File: src/design/ksm_pkg.sv
// Shared types and constants for the kick-start motor PWM driver.
// Used by ksm_front, ksm_queue users, ksm_back and the top level; no dependencies.
`timescale 1ns / 1ps

package ksm_pkg;

  // Motor command codes as carried on the input channel.
  localparam logic [1:0] CMD_STOP  = 2'd0;
  localparam logic [1:0] CMD_OPEN  = 2'd1;
  localparam logic [1:0] CMD_CLOSE = 2'd2;
  localparam logic [1:0] CMD_UNDEF = 2'd3;

  // Bridge input drive modes.
  localparam logic [1:0] MODE_LOW  = 2'd0;
  localparam logic [1:0] MODE_HIGH = 2'd1;
  localparam logic [1:0] MODE_PWM  = 2'd2;

  // Register indexes on the configuration port.
  localparam logic [2:0] REG_KICK_DUTY   = 3'd0;
  localparam logic [2:0] REG_KICK_LENGTH = 3'd1;
  localparam logic [2:0] REG_RATED_VOLTS = 3'd2;
  localparam logic [2:0] REG_SUPPLY_VOLTS = 3'd3;
  localparam logic [2:0] REG_DIR_INVERT  = 3'd4;

  // Full-scale duty and divider geometry (8-bit duty times 6-bit volts).
  localparam logic [7:0] DUTY_MAX  = 8'd255;
  localparam int         PROD_W    = 14;
  localparam int         DIV_STEPS = PROD_W;

  // What the front end decided an update word means.
  typedef enum logic [1:0] {
    K_HOLD  = 2'd0,   // stop with no edge: nothing changes
    K_COAST = 2'd1,   // stop edge: both inputs low
    K_KICK  = 2'd2,   // move edge: arm the kick
    K_RUN   = 2'd3    // move with no edge: kick check and duty update
  } kind_t;

  typedef struct packed {
    kind_t      kind;
    logic       drive1;    // input 1 is the held-high input
    logic [7:0] run_duty;
  } op_t;

  typedef struct packed {
    logic [7:0]  kick_duty;
    logic [15:0] kick_length_ms;
    logic [5:0]  rated_volts;
    logic [5:0]  supply_volts;
    logic        direction_invert;
  } cfg_t;

endpackage

File: src/design/ksm_front.sv
// Front end: accepts update words, detects command edges and classifies them.
// Depends on ksm_pkg for the command codes, op_t and cfg_t.
`timescale 1ns / 1ps

module ksm_front #(
  parameter int TIME_BITS = 32
) (
  input  logic                 clk,
  input  logic                 rst_n,
  input  ksm_pkg::cfg_t        cfg,
  input  logic                 in_valid,
  output logic                 in_ready,
  input  logic [1:0]           in_command,
  input  logic [7:0]           in_run_duty,
  input  logic [31:0]          in_now_ms,
  output logic                 push_valid,
  input  logic                 push_ready,
  output ksm_pkg::op_t         push_op,
  output logic [TIME_BITS-1:0] push_stamp
);

  logic [1:0]           last_command_r;
  logic [1:0]           last_command_nxt;
  logic [1:0]           cmd;
  logic                 edge_seen;
  logic                 accept;
  logic [TIME_BITS-1:0] now;

  assign in_ready   = push_ready;
  assign push_valid = in_valid;
  assign accept     = in_valid && push_ready;
  assign now        = in_now_ms[TIME_BITS-1:0];

  // The undefined command code behaves exactly as stop.
  always_comb begin
    case (in_command)
      ksm_pkg::CMD_OPEN:  cmd = ksm_pkg::CMD_OPEN;
      ksm_pkg::CMD_CLOSE: cmd = ksm_pkg::CMD_CLOSE;
      default:            cmd = ksm_pkg::CMD_STOP;
    endcase
  end

  assign edge_seen = (cmd != last_command_r);

  // Classify the word; a kick carries its deadline in the stamp, others carry now.
  always_comb begin
    push_op.run_duty = in_run_duty;
    push_op.drive1   = (cmd == ksm_pkg::CMD_OPEN) ^ cfg.direction_invert;
    push_stamp       = now;
    if (cmd == ksm_pkg::CMD_STOP) begin
      push_op.kind = edge_seen ? ksm_pkg::K_COAST : ksm_pkg::K_HOLD;
    end else if (edge_seen) begin
      push_op.kind = ksm_pkg::K_KICK;
      push_stamp   = now + TIME_BITS'(cfg.kick_length_ms);
    end else begin
      push_op.kind = ksm_pkg::K_RUN;
    end
  end

  assign last_command_nxt = accept ? cmd : last_command_r;

  // Last command seen, for edge detection.
  always_ff @(posedge clk) begin
    if (!rst_n) begin
      last_command_r <= ksm_pkg::CMD_STOP;
    end else begin
      last_command_r <= last_command_nxt;
    end
  end

endmodule

File: src/design/ksm_queue.sv
// Two-entry queue between the front end and the back end.
// Generic flat data word; no package dependencies.
`timescale 1ns / 1ps

module ksm_queue #(
  parameter int DATA_W = 8
) (
  input  logic              clk,
  input  logic              rst_n,
  input  logic              wr_valid,
  output logic              wr_ready,
  input  logic [DATA_W-1:0] wr_data,
  output logic              rd_valid,
  input  logic              rd_ready,
  output logic [DATA_W-1:0] rd_data
);

  logic [DATA_W-1:0] slot_r [2];
  logic              wr_ptr_r;
  logic              rd_ptr_r;
  logic [1:0]        count_r;
  logic              do_wr;
  logic              do_rd;

  assign wr_ready = (count_r != 2'd2);
  assign rd_valid = (count_r != 2'd0);
  assign rd_data  = slot_r[rd_ptr_r];
  assign do_wr    = wr_valid && wr_ready;
  assign do_rd    = rd_valid && rd_ready;

  // Storage slots carry no reset.
  always_ff @(posedge clk) begin
    if (do_wr) begin
      slot_r[wr_ptr_r] <= wr_data;
    end
  end

  // Pointers and fill count.
  always_ff @(posedge clk) begin
    if (!rst_n) begin
      wr_ptr_r <= 1'b0;
      rd_ptr_r <= 1'b0;
      count_r  <= 2'd0;
    end else begin
      if (do_wr) begin
        wr_ptr_r <= ~wr_ptr_r;
      end
      if (do_rd) begin
        rd_ptr_r <= ~rd_ptr_r;
      end
      if (do_wr && !do_rd) begin
        count_r <= count_r + 2'd1;
      end else if (do_rd && !do_wr) begin
        count_r <= count_r - 2'd1;
      end
    end
  end

endmodule

File: src/design/ksm_back.sv
// Back end: kick timing, bridge state, duty scaling by a serial divider, result word.
// Depends on ksm_pkg for op_t, cfg_t, drive modes and divider geometry.
`timescale 1ns / 1ps

module ksm_back #(
  parameter int TIME_BITS = 32
) (
  input  logic                 clk,
  input  logic                 rst_n,
  input  ksm_pkg::cfg_t        cfg,
  input  logic                 q_valid,
  output logic                 q_ready,
  input  ksm_pkg::op_t         q_op,
  input  logic [TIME_BITS-1:0] q_stamp,
  output logic                 out_valid,
  input  logic                 out_ready,
  output logic [1:0]           out_in1_drive,
  output logic [1:0]           out_in2_drive,
  output logic [7:0]           out_pwm_level,
  output logic                 out_pwm_written,
  output logic                 out_kicking,
  output logic [7:0]           out_applied_duty
);

  typedef enum logic [1:0] {
    S_IDLE  = 2'd0,
    S_DIV   = 2'd1,
    S_SCALE = 2'd2,
    S_OUT   = 2'd3
  } state_t;

  localparam int CNT_W = $clog2(ksm_pkg::DIV_STEPS);

  state_t                        state_r, state_nxt;
  logic                          kick_active_r, kick_active_nxt;
  logic [TIME_BITS-1:0]          deadline_r, deadline_nxt;
  logic [7:0]                    duty_applied_r, duty_applied_nxt;
  logic [1:0]                    in1_mode_r, in1_mode_nxt;
  logic [1:0]                    in2_mode_r, in2_mode_nxt;
  logic [7:0]                    pwm_value_r, pwm_value_nxt;
  logic                          written_r, written_nxt;
  logic [ksm_pkg::PROD_W-1:0]    quo_r, quo_nxt;
  logic [5:0]                    rem_r, rem_nxt;
  logic [5:0]                    divisor_r, divisor_nxt;
  logic [CNT_W-1:0]              cnt_r, cnt_nxt;
  logic                          out_valid_r, out_valid_nxt;
  logic [1:0]                    o_in1_r, o_in1_nxt;
  logic [1:0]                    o_in2_r, o_in2_nxt;
  logic [7:0]                    o_level_r, o_level_nxt;
  logic                          o_written_r, o_written_nxt;
  logic                          o_kicking_r, o_kicking_nxt;
  logic [7:0]                    o_duty_r, o_duty_nxt;

  logic [TIME_BITS-1:0]          diff;
  logic                          kick_still;
  logic [7:0]                    eff;
  logic [7:0]                    scale_duty;
  logic [ksm_pkg::PROD_W-1:0]    prod;
  logic [5:0]                    divisor;
  logic [6:0]                    trial;
  logic                          qbit;
  logic [7:0]                    scaled;

  // Wrap-safe deadline test: the kick lasts while now - deadline is negative.
  assign diff       = q_stamp - deadline_r;
  assign kick_still = kick_active_r && diff[TIME_BITS-1];
  assign eff        = kick_still ? cfg.kick_duty : q_op.run_duty;
  assign scale_duty = (q_op.kind == ksm_pkg::K_KICK) ? cfg.kick_duty : eff;
  assign prod       = ksm_pkg::PROD_W'(scale_duty) * ksm_pkg::PROD_W'(cfg.rated_volts);
  assign divisor    = (cfg.supply_volts == 6'd0) ? 6'd1 : cfg.supply_volts;

  // One restoring division step per cycle; the quotient shifts in from the right.
  assign trial = {rem_r, quo_r[ksm_pkg::PROD_W-1]};
  assign qbit  = (trial >= {1'b0, divisor_r});

  // Saturate the scaled duty at full scale.
  assign scaled = (quo_r > ksm_pkg::PROD_W'(ksm_pkg::DUTY_MAX)) ? ksm_pkg::DUTY_MAX
                                                                : quo_r[7:0];

  assign q_ready = (state_r == S_IDLE);

  // Sequencer next-state and datapath.
  always_comb begin
    state_nxt        = state_r;
    kick_active_nxt  = kick_active_r;
    deadline_nxt     = deadline_r;
    duty_applied_nxt = duty_applied_r;
    in1_mode_nxt     = in1_mode_r;
    in2_mode_nxt     = in2_mode_r;
    pwm_value_nxt    = pwm_value_r;
    written_nxt      = written_r;
    quo_nxt          = quo_r;
    rem_nxt          = rem_r;
    divisor_nxt      = divisor_r;
    cnt_nxt          = cnt_r;
    out_valid_nxt    = out_valid_r;
    o_in1_nxt        = o_in1_r;
    o_in2_nxt        = o_in2_r;
    o_level_nxt      = o_level_r;
    o_written_nxt    = o_written_r;
    o_kicking_nxt    = o_kicking_r;
    o_duty_nxt       = o_duty_r;

    if (out_valid_r && out_ready) begin
      out_valid_nxt = 1'b0;
    end

    case (state_r)
      S_IDLE: begin
        if (q_valid) begin
          written_nxt = 1'b0;
          state_nxt   = S_OUT;
          quo_nxt     = prod;
          rem_nxt     = 6'd0;
          divisor_nxt = divisor;
          cnt_nxt     = CNT_W'(ksm_pkg::DIV_STEPS - 1);
          case (q_op.kind)
            ksm_pkg::K_COAST: begin
              kick_active_nxt = 1'b0;
              in1_mode_nxt    = ksm_pkg::MODE_LOW;
              in2_mode_nxt    = ksm_pkg::MODE_LOW;
              pwm_value_nxt   = 8'd0;
            end
            ksm_pkg::K_KICK: begin
              in1_mode_nxt     = q_op.drive1 ? ksm_pkg::MODE_HIGH : ksm_pkg::MODE_PWM;
              in2_mode_nxt     = q_op.drive1 ? ksm_pkg::MODE_PWM : ksm_pkg::MODE_HIGH;
              kick_active_nxt  = 1'b1;
              deadline_nxt     = q_stamp;
              duty_applied_nxt = cfg.kick_duty;
              written_nxt      = 1'b1;
              state_nxt        = S_DIV;
            end
            ksm_pkg::K_RUN: begin
              kick_active_nxt = kick_still;
              if (eff != duty_applied_r) begin
                duty_applied_nxt = eff;
                written_nxt      = 1'b1;
                state_nxt        = S_DIV;
              end
            end
            default: begin
              // Stop with no edge leaves everything as it is.
            end
          endcase
        end
      end
      S_DIV: begin
        rem_nxt = qbit ? 6'(trial - {1'b0, divisor_r}) : trial[5:0];
        quo_nxt = {quo_r[ksm_pkg::PROD_W-2:0], qbit};
        cnt_nxt = cnt_r - CNT_W'(1);
        if (cnt_r == CNT_W'(0)) begin
          state_nxt = S_SCALE;
        end
      end
      S_SCALE: begin
        pwm_value_nxt = ksm_pkg::DUTY_MAX - scaled;
        state_nxt     = S_OUT;
      end
      S_OUT: begin
        if (!out_valid_r || out_ready) begin
          out_valid_nxt = 1'b1;
          o_in1_nxt     = in1_mode_r;
          o_in2_nxt     = in2_mode_r;
          o_level_nxt   = pwm_value_r;
          o_written_nxt = written_r;
          o_kicking_nxt = kick_active_r;
          o_duty_nxt    = duty_applied_r;
          state_nxt     = S_IDLE;
        end
      end
      default: begin
        state_nxt = S_IDLE;
      end
    endcase
  end

  // State, bridge registers and the result word.
  always_ff @(posedge clk) begin
    if (!rst_n) begin
      state_r        <= S_IDLE;
      kick_active_r  <= 1'b0;
      deadline_r     <= '0;
      duty_applied_r <= 8'd0;
      in1_mode_r     <= ksm_pkg::MODE_LOW;
      in2_mode_r     <= ksm_pkg::MODE_LOW;
      pwm_value_r    <= 8'd0;
      written_r      <= 1'b0;
      out_valid_r    <= 1'b0;
    end else begin
      state_r        <= state_nxt;
      kick_active_r  <= kick_active_nxt;
      deadline_r     <= deadline_nxt;
      duty_applied_r <= duty_applied_nxt;
      in1_mode_r     <= in1_mode_nxt;
      in2_mode_r     <= in2_mode_nxt;
      pwm_value_r    <= pwm_value_nxt;
      written_r      <= written_nxt;
      out_valid_r    <= out_valid_nxt;
    end
    quo_r       <= quo_nxt;
    rem_r       <= rem_nxt;
    divisor_r   <= divisor_nxt;
    cnt_r       <= cnt_nxt;
    o_in1_r     <= o_in1_nxt;
    o_in2_r     <= o_in2_nxt;
    o_level_r   <= o_level_nxt;
    o_written_r <= o_written_nxt;
    o_kicking_r <= o_kicking_nxt;
    o_duty_r    <= o_duty_nxt;
  end

  assign out_valid        = out_valid_r;
  assign out_in1_drive    = o_in1_r;
  assign out_in2_drive    = o_in2_r;
  assign out_pwm_level    = o_level_r;
  assign out_pwm_written  = o_written_r;
  assign out_kicking      = o_kicking_r;
  assign out_applied_duty = o_duty_r;

endmodule

File: src/design/kick_start_motor_pwm_driver.sv
// Top level of the kick-start motor PWM driver: register port, front end, queue, back end.
// Depends on ksm_pkg, ksm_front, ksm_queue and ksm_back.
`timescale 1ns / 1ps
//
// Usage:
//   The input channel (in_valid/in_ready) takes one update word per millisecond
//   tick: command, run duty and the current time. The output channel
//   (out_valid/out_ready) returns exactly one result word per update: both bridge
//   input modes, the PWM level, whether it was rewritten, the kick flag and the
//   applied duty. The user must write registers over the APB-style port only
//   while idle; the block does not enforce this. The front end classifies a word
//   in the cycle it is accepted and parks it in a two-entry queue, so up to two
//   words are taken while the back end is busy. A word that keeps the PWM level
//   goes on to the output register; a rewrite first runs the 14-step serial
//   divider that scales duty by rated/supply volts. No new word is taken until
//   the current one is in the output register. If the receiver stalls, the
//   finished word waits there, the back end holds its next word and in_ready
//   drops once the queue is full. Reset (synchronous, rst_n low) restores the
//   register defaults, coasts the bridge, clears the kick and empties the queue.

module kick_start_motor_pwm_driver #(
  parameter int TIME_BITS = 32
) (
  input  logic        clk,
  input  logic        rst_n,
  input  logic        psel,
  input  logic        penable,
  input  logic        pwrite,
  input  logic [4:0]  paddr,
  input  logic [31:0] pwdata,
  output logic [31:0] prdata,
  output logic        pready,
  input  logic        in_valid,
  output logic        in_ready,
  input  logic [1:0]  in_command,
  input  logic [7:0]  in_run_duty,
  input  logic [31:0] in_now_ms,
  output logic        out_valid,
  input  logic        out_ready,
  output logic [1:0]  out_in1_drive,
  output logic [1:0]  out_in2_drive,
  output logic [7:0]  out_pwm_level,
  output logic        out_pwm_written,
  output logic        out_kicking,
  output logic [7:0]  out_applied_duty
);

  localparam int OP_W = $bits(ksm_pkg::op_t);
  localparam int Q_W  = OP_W + TIME_BITS;

  ksm_pkg::cfg_t        cfg_r;
  logic [2:0]           reg_index;
  logic                 reg_write;
  logic                 push_valid;
  logic                 push_ready;
  ksm_pkg::op_t         push_op;
  logic [TIME_BITS-1:0] push_stamp;
  logic                 pop_valid;
  logic                 pop_ready;
  logic [Q_W-1:0]       pop_data;
  ksm_pkg::op_t         pop_op;
  logic [TIME_BITS-1:0] pop_stamp;

  assign pready    = 1'b1;
  assign reg_index = paddr[4:2];
  assign reg_write = psel && penable && pwrite && pready;

  // Configuration registers.
  always_ff @(posedge clk) begin
    if (!rst_n) begin
      cfg_r.kick_duty        <= 8'd255;
      cfg_r.kick_length_ms   <= 16'd100;
      cfg_r.rated_volts      <= 6'd12;
      cfg_r.supply_volts     <= 6'd24;
      cfg_r.direction_invert <= 1'b0;
    end else if (reg_write) begin
      case (reg_index)
        ksm_pkg::REG_KICK_DUTY:    cfg_r.kick_duty        <= pwdata[7:0];
        ksm_pkg::REG_KICK_LENGTH:  cfg_r.kick_length_ms   <= pwdata[15:0];
        ksm_pkg::REG_RATED_VOLTS:  cfg_r.rated_volts      <= pwdata[5:0];
        ksm_pkg::REG_SUPPLY_VOLTS: cfg_r.supply_volts     <= pwdata[5:0];
        ksm_pkg::REG_DIR_INVERT:   cfg_r.direction_invert <= pwdata[0];
        default: begin
        end
      endcase
    end
  end

  // Register read-back.
  always_comb begin
    case (reg_index)
      ksm_pkg::REG_KICK_DUTY:    prdata = {24'd0, cfg_r.kick_duty};
      ksm_pkg::REG_KICK_LENGTH:  prdata = {16'd0, cfg_r.kick_length_ms};
      ksm_pkg::REG_RATED_VOLTS:  prdata = {26'd0, cfg_r.rated_volts};
      ksm_pkg::REG_SUPPLY_VOLTS: prdata = {26'd0, cfg_r.supply_volts};
      ksm_pkg::REG_DIR_INVERT:   prdata = {31'd0, cfg_r.direction_invert};
      default:                   prdata = 32'd0;
    endcase
  end

  ksm_front #(
    .TIME_BITS(TIME_BITS)
  ) u_front (
    .clk        (clk),
    .rst_n      (rst_n),
    .cfg        (cfg_r),
    .in_valid   (in_valid),
    .in_ready   (in_ready),
    .in_command (in_command),
    .in_run_duty(in_run_duty),
    .in_now_ms  (in_now_ms),
    .push_valid (push_valid),
    .push_ready (push_ready),
    .push_op    (push_op),
    .push_stamp (push_stamp)
  );

  ksm_queue #(
    .DATA_W(Q_W)
  ) u_queue (
    .clk     (clk),
    .rst_n   (rst_n),
    .wr_valid(push_valid),
    .wr_ready(push_ready),
    .wr_data ({push_op, push_stamp}),
    .rd_valid(pop_valid),
    .rd_ready(pop_ready),
    .rd_data (pop_data)
  );

  assign pop_op    = ksm_pkg::op_t'(pop_data[Q_W-1:TIME_BITS]);
  assign pop_stamp = pop_data[TIME_BITS-1:0];

  ksm_back #(
    .TIME_BITS(TIME_BITS)
  ) u_back (
    .clk             (clk),
    .rst_n           (rst_n),
    .cfg             (cfg_r),
    .q_valid         (pop_valid),
    .q_ready         (pop_ready),
    .q_op            (pop_op),
    .q_stamp         (pop_stamp),
    .out_valid       (out_valid),
    .out_ready       (out_ready),
    .out_in1_drive   (out_in1_drive),
    .out_in2_drive   (out_in2_drive),
    .out_pwm_level   (out_pwm_level),
    .out_pwm_written (out_pwm_written),
    .out_kicking     (out_kicking),
    .out_applied_duty(out_applied_duty)
  );

  // A rewritten level only happens with one bridge input in PWM mode.
  assert property (@(posedge clk) disable iff (!rst_n)
    out_valid && out_pwm_written |->
      (out_in1_drive == ksm_pkg::MODE_PWM || out_in2_drive == ksm_pkg::MODE_PWM))
    else $error("PWM level written while no bridge input is in PWM mode");

  // A coasting bridge reports a cleared PWM level.
  assert property (@(posedge clk) disable iff (!rst_n)
    out_valid && out_in1_drive == ksm_pkg::MODE_LOW && out_in2_drive == ksm_pkg::MODE_LOW
      |-> out_pwm_level == 8'd0)
    else $error("nonzero PWM level while the bridge coasts");

  // The kick can only be active while the bridge is driven.
  assert property (@(posedge clk) disable iff (!rst_n)
    out_valid && out_kicking |->
      (out_in1_drive == ksm_pkg::MODE_HIGH || out_in2_drive == ksm_pkg::MODE_HIGH))
    else $error("kick reported while no bridge input is held high");

  // A result word stays put until the receiver takes it.
  assert property (@(posedge clk) disable iff (!rst_n)
    out_valid && !out_ready |=> out_valid && $stable(out_applied_duty) && $stable(out_pwm_level))
    else $error("result word changed while stalled");

endmodule
File: config.mk
export PLATFORM = sky130hd
export DESIGN_NAME = kick_start_motor_pwm_driver
export DESIGN_NICKNAME = d
export VERILOG_FILES = /design/src/design/ksm_pkg.sv /design/src/design/ksm_front.sv /design/src/design/ksm_queue.sv /design/src/design/ksm_back.sv /design/src/design/kick_start_motor_pwm_driver.sv
export SDC_FILE = /design/constraint.sdc
export NUM_CORES = 1
export LEC_CHECK = 0
export BUFFER_PORTS_ARGS = -buffer_cell sky130_fd_sc_hd__buf_4
export CORE_MARGIN = 2
export CORE_UTILIZATION = 35
export CTS_BUF_LIST = sky130_fd_sc_hd__clkbuf_4
export DETAILED_ROUTE_END_ITERATION = 10
export MAX_ROUTING_LAYER = met4
export SLEW_MARGIN = 5
export SYNTH_ARGS = -nofsm -noshare
export SYNTH_HDL_FRONTEND = slang
export SYNTH_HIERARCHICAL = 1
export SYNTH_SLANG_ARGS = --single-unit
export TNS_END_PERCENT = 10
File: constraint.sdc
create_clock -name clk -period 7.6 [get_ports clk]
set_input_delay 1.52 -clock clk [delete_from_list [all_inputs] [get_ports clk]]
set_output_delay 1.52 -clock clk [all_outputs]
set_load 0.03 [all_outputs]
# Word-level counts from Yosys, hierarchy flattened
# Memories as Yosys holds them, arrays and structs flattened. A register that Yosys moved wholly into a read port is not among the register bits.
# Cells that the tools add are included.
# totals
word_cells,145
ramBits,86
memories,1
ff_bits,152
# classes
reduce_logical,38
n_bitwise,3
n_mul,1
eq_ne,21
order_cmp,2
mux,44
n_addsub,7
# mem_list
memory,depth,width,read_ports,rd_ports_with_merged_regs,wr,line_no,text
u_queue.slot_r,2,43,1,1,1,ksm_queue.sv:18,logic [DATA_W-1:0] slot_r [2];
# op_table
operator,count
$pmux W16 S5,1
$mux W32,2
$mux W8,6
$add A32 B16 Y32,1
$pmux W8 S2,2
$sub A32 B32 Y32,1
$pmux W14 S2,1
$mux W2,9
$pmux W2 S2,4
$reduce_and A2 Y1,8
$reduce_and A3 Y1,5
$gt A14 B8 Y1 const B,1
$mul A8 B6 Y14,1
$mux W14,1
$mux W6,2
$pmux W6 S2,1
$reduce_bool A2 Y1,6
$eq A2 B2 Y1 const B,5
$mux W1,10
$ne A2 B1 Y1 const B,5
$eq A2 B1 Y1 const B,4
$logic_and A1 B1 Y1,8
$ne A8 B8 Y1,1
$pmux W2 S4,1
25 further kinds,30

# Depth between registers and ports, before layout
# depth
depth_word,8
depth_mapped,32

# Hierarchy
# Netlist, hierarchy kept.
# modules_own_cells
module,area_per_inst_um2,instances,cells_per_inst
ksm_back,6879.1,1,748
ksm_queue,3342.0,1,158
kick_start_motor_pwm_driver,1965.6,1,211
ksm_front,1550.2,1,215

# Worst setup path before layout
# Ideal clock, no wire load.
# synth_timing
path_type,reg2reg
from,register with a tool-made name
to,register u_back/quo_r[13] in the netlist's numbering (data pin)
period_less_slack_ns,7.072
path_slack_ns,0.528
setup_ns,0.268
n_path_buf,3
arrival_ns,6.805
stages_incl_launch_ff,32
path_cell_list,dfxtp_1 -> buf_2 -> buf_4 -> mux2_2 -> ha_1 -> a21oi_1 -> o21ai_0 -> a221oi_1 -> o211ai_1 -> a31oi_1 -> mux2i_1 -> buf_6 -> nor2_1 -> mux2i_1 -> nor2b_1 -> fa_1 -> inv_1 -> fa_1 -> fa_1 -> inv_1 -> ha_1 -> nor2b_1 -> o21ai_0 -> a21boi_0 -> o21ai_0 -> a21boi_0 -> o21ai_0 -> nand2b_1 -> a21o_1 -> a21oi_1 -> xor2_1 -> o21ai_0
# synth_rtl
element,line_no,text
to (signal assigned),ksm_back.sv:200,quo_r <= quo_nxt;
to (decl),ksm_back.sv:42,"logic [ksm_pkg::PROD_W-1:0] quo_r, quo_nxt;"

==> metrics <==
vias in the first global route 9,659; clk buf depth 3; WL met1 15,600 µm; CP Launch Type flip-flop; Async SR Flop Fraction 0%; critical path class reg -> reg; YS warnings 6; Synth Area per Inst 10.3 µm²; CTS tree built; Synth Instances 1,332; WL met3 1750 µm; Worst path max stage delay 0.55 ns; Clock Power Share 24.6%; CP Max Fanout 10; GP Congestion 0.834; core footprint 0.0387 mm²; uppermost layer routed met4; clock sink count 235; Die W 202 µm; placed wire-length estimate 22,900 µm; Yosys reg bits 235; Seq pwr share 37.3%; Routed Antenna Nets 0; initial antenna violation count 3; top_reg_cell synth edfxtp_1; final hold vios 0; Worst path slowest cell fa_1; initial DRC count 602; Initial Utilization 35.5%; die height 202 µm; Period Utilization, post-route 91.6%; Setup violations, final 0; Fillers 3,804; Sw Pwr 1710 µW; met2 routed WL 13,700 µm; share of post-route cells with drive strength above 1 22.1%; largest cells by area after synthesis edfxtp_1 (30%), dfxtp_1 (14%), ha_1 (7.8%); RSZ-0062 raised after global routing no; fin nets 1,664; GR Util All Layers 16.0%; number of H-tree levels 3; Power Density 299 mW/mm²; Yosys cell types 85; Post-Route WL 31,500 µm; routed len/inst 15.5 µm; Port-buffer cells 107; Reg-to-Reg End u_back/quo_r[13]; final total power 4740 µW; Fmax 0.144 GHz; total grt overflow 0; CP dominant cell by count fa_1; Slew Limit Headroom 26.0%; Sw Share 36.1%; area delta synth->final 15.5%; row count 72; via count 9,830; most frequent cells after synthesis nand2_1 (189), edfxtp_1 (136), inv_1 (125); TritonCTS Buffers 68; count leader, synth nand2_1; drt first pass iters 5; Post-synth EDFFs 136; flop-to-flop setup slack 0.64 ns; pin count of the biggest net entering global routing 81; top-area cell type share of the netlist area 29.7%; root buffer cell clkbuf_4; clk slew on worst S/H paths 0.07 ns; final setup margin 0.636 ns; Reg2Reg Depth 30; Via density 4.82; Internal 3030 µW; Slew Viols, Final 0; LEAKAGE 0.00645 µW; setup_tns 0 ns; Post-Syn Area 0.0137 mm²; Synth area leader edfxtp_1; # DRC 0; worst slew pin tran 1.10 ns; fin crit period 6.96 ns; hold crit path type reg -> reg; logic gate share of total power 38.1%; sequential area share after synthesis 44.2%; crit path DAT 7.35 ns; worst vdd ir 0.000129 V; num ports 143; Data required, critical path 7.98 ns; CP endpoint u_back/quo_r[13]; status finished clean; pre-CTS setup slack 0.191 ns; Die ar. 0.0408 mm²; first-pass GRT wire length 50,800 µm; critical path endpoint category flip-flop; max-cap viol count 0; clock latency on the worst-skew pair 0.67 ns; Worst Skew 0.0554 ns
==> cell usage in the layout, fill, tap and decap left out, types with 46 or more instances in the layout <==
cell type and n:
a21oi_1 47, buf_4 126, clkbuf_4 103, dfxtp_1 98, edfxtp_1 136, ha_1 86
inv_1 125, mux2_2 48, nand2_1 189, nor2b_1 51, o21ai_0 46
==> per-layer routing <==
layer  track usage, %  up-vias
met5                -        -
li1                 -     4876
met1             22.3     4672
met4             4.69        0
met2             23.6      243
met3             3.06       39
==> critical path, delay by kind of cell (launching register included) <==
family                   cells  cell delay, ns
flip-flops                   1            0.45
AND/OR/NAND/NOR              6            1.01
adder cells (fa/ha/maj)      5            2.20
buffers and inverters        4            0.48
XOR/XNOR                     1            0.20
AO/OA/AOI/OAI               11            1.55
multiplexers                 3            0.78
==> stage by stage <==
step	std cells	utilization [%]	area [µm²]	hold slack [ns]
floorplan	1347	-	13800	0.403
global placement	1913	38.6	14900	0.418
detailed placement	1913	38.6	14900	0.422
CTS	2035	40.8	15800	0.426
global route	2038	41.0	15900	0.448
finish	2038	41.0	15900	0.428
==> cell type report <==
class | instances | area, µm² | area share (%)
diodes | 3 | 7.51 | 0.0473
clock buffers | 103 | 773 | 4.87
clock inverters | 19 | 93.8 | 0.591
inverters | 125 | 469 | 2.96
multi-input cells | 907 | 6830 | 43.0
flip-flops and latches | 235 | 6070 | 38.2
well taps | 518 | 648 | 4.08
repair buffers | 128 | 977 | 6.16
==> flip-flops by register name, indices dropped and copies added, names as in the netlist, 2 cells and up, named ones only <==
signal	flops
u_front/last_command_r	2
u_queue/count_r	2
u_back/duty_applied_r	8
u_queue/slot_r	86
u_back/deadline_r	32
u_back/pwm_value_r	8
u_back/rem_r	6
u_back/state_r	2
u_back/quo_r	14
cfg_r	37
u_back/out_applied_duty	8
u_back/divisor_r	6
u_back/cnt_r	4
u_back/out_pwm_level	8
==> how the worst min path moves through the flow <==
stage                                      from                       to  slack, ns  cells after the start
after floorplan                u_back/written_r   u_back/out_pwm_written       0.40                      0
after global routing      u_back/pwm_value_r[7]  u_back/out_pwm_level[7]       0.45                      0
after global placement    u_back/pwm_value_r[3]  u_back/out_pwm_level[3]       0.42                      0
after detailed placement   u_back/in1_mode_r[0]  u_back/out_in1_drive[0]       0.42                      0
after CTS                 u_back/pwm_value_r[0]  u_back/out_pwm_level[0]       0.43                      0
final                      u_back/in1_mode_r[0]  u_back/out_in1_drive[0]       0.43                      0
==> power groups by stage <==
stage / sequential [µW] / clock [µW] / combinational, µW
5_1_grt: 1790 / 1280 / 2070
3_5_place_dp: 1790 / 0 / 1780
2_1_floorplan: 1780 / 0 / 1320
4_1_cts: 1770 / 1210 / 1800
6_report: 1770 / 1170 / 1800
3_3_place_gp: 1790 / 0 / 1750
==> what timing repair did <==
action / CTS / global route
setup buffers: 0 / 0
hold buffers: 0 / 0
endpoints found under the setup margin: 0 / 3
resized for setup: 0 / 15
==> kinds of logic after synthesis <==
kind of cell             Yosys count  share of synthesized area (%)
buffers and inverters            205                           6.89
adder cells (fa/ha/maj)          113                           11.8
multiplexers                      94                           7.74
other                              2                         0.0547
XOR/XNOR                          52                           3.32
flip-flops                       235                           44.2
AO/OA/AOI/OAI                    223                           11.1
AND/OR/NAND/NOR                  408                           14.9
Note: power is estimated with default switching activity, not from simulation.
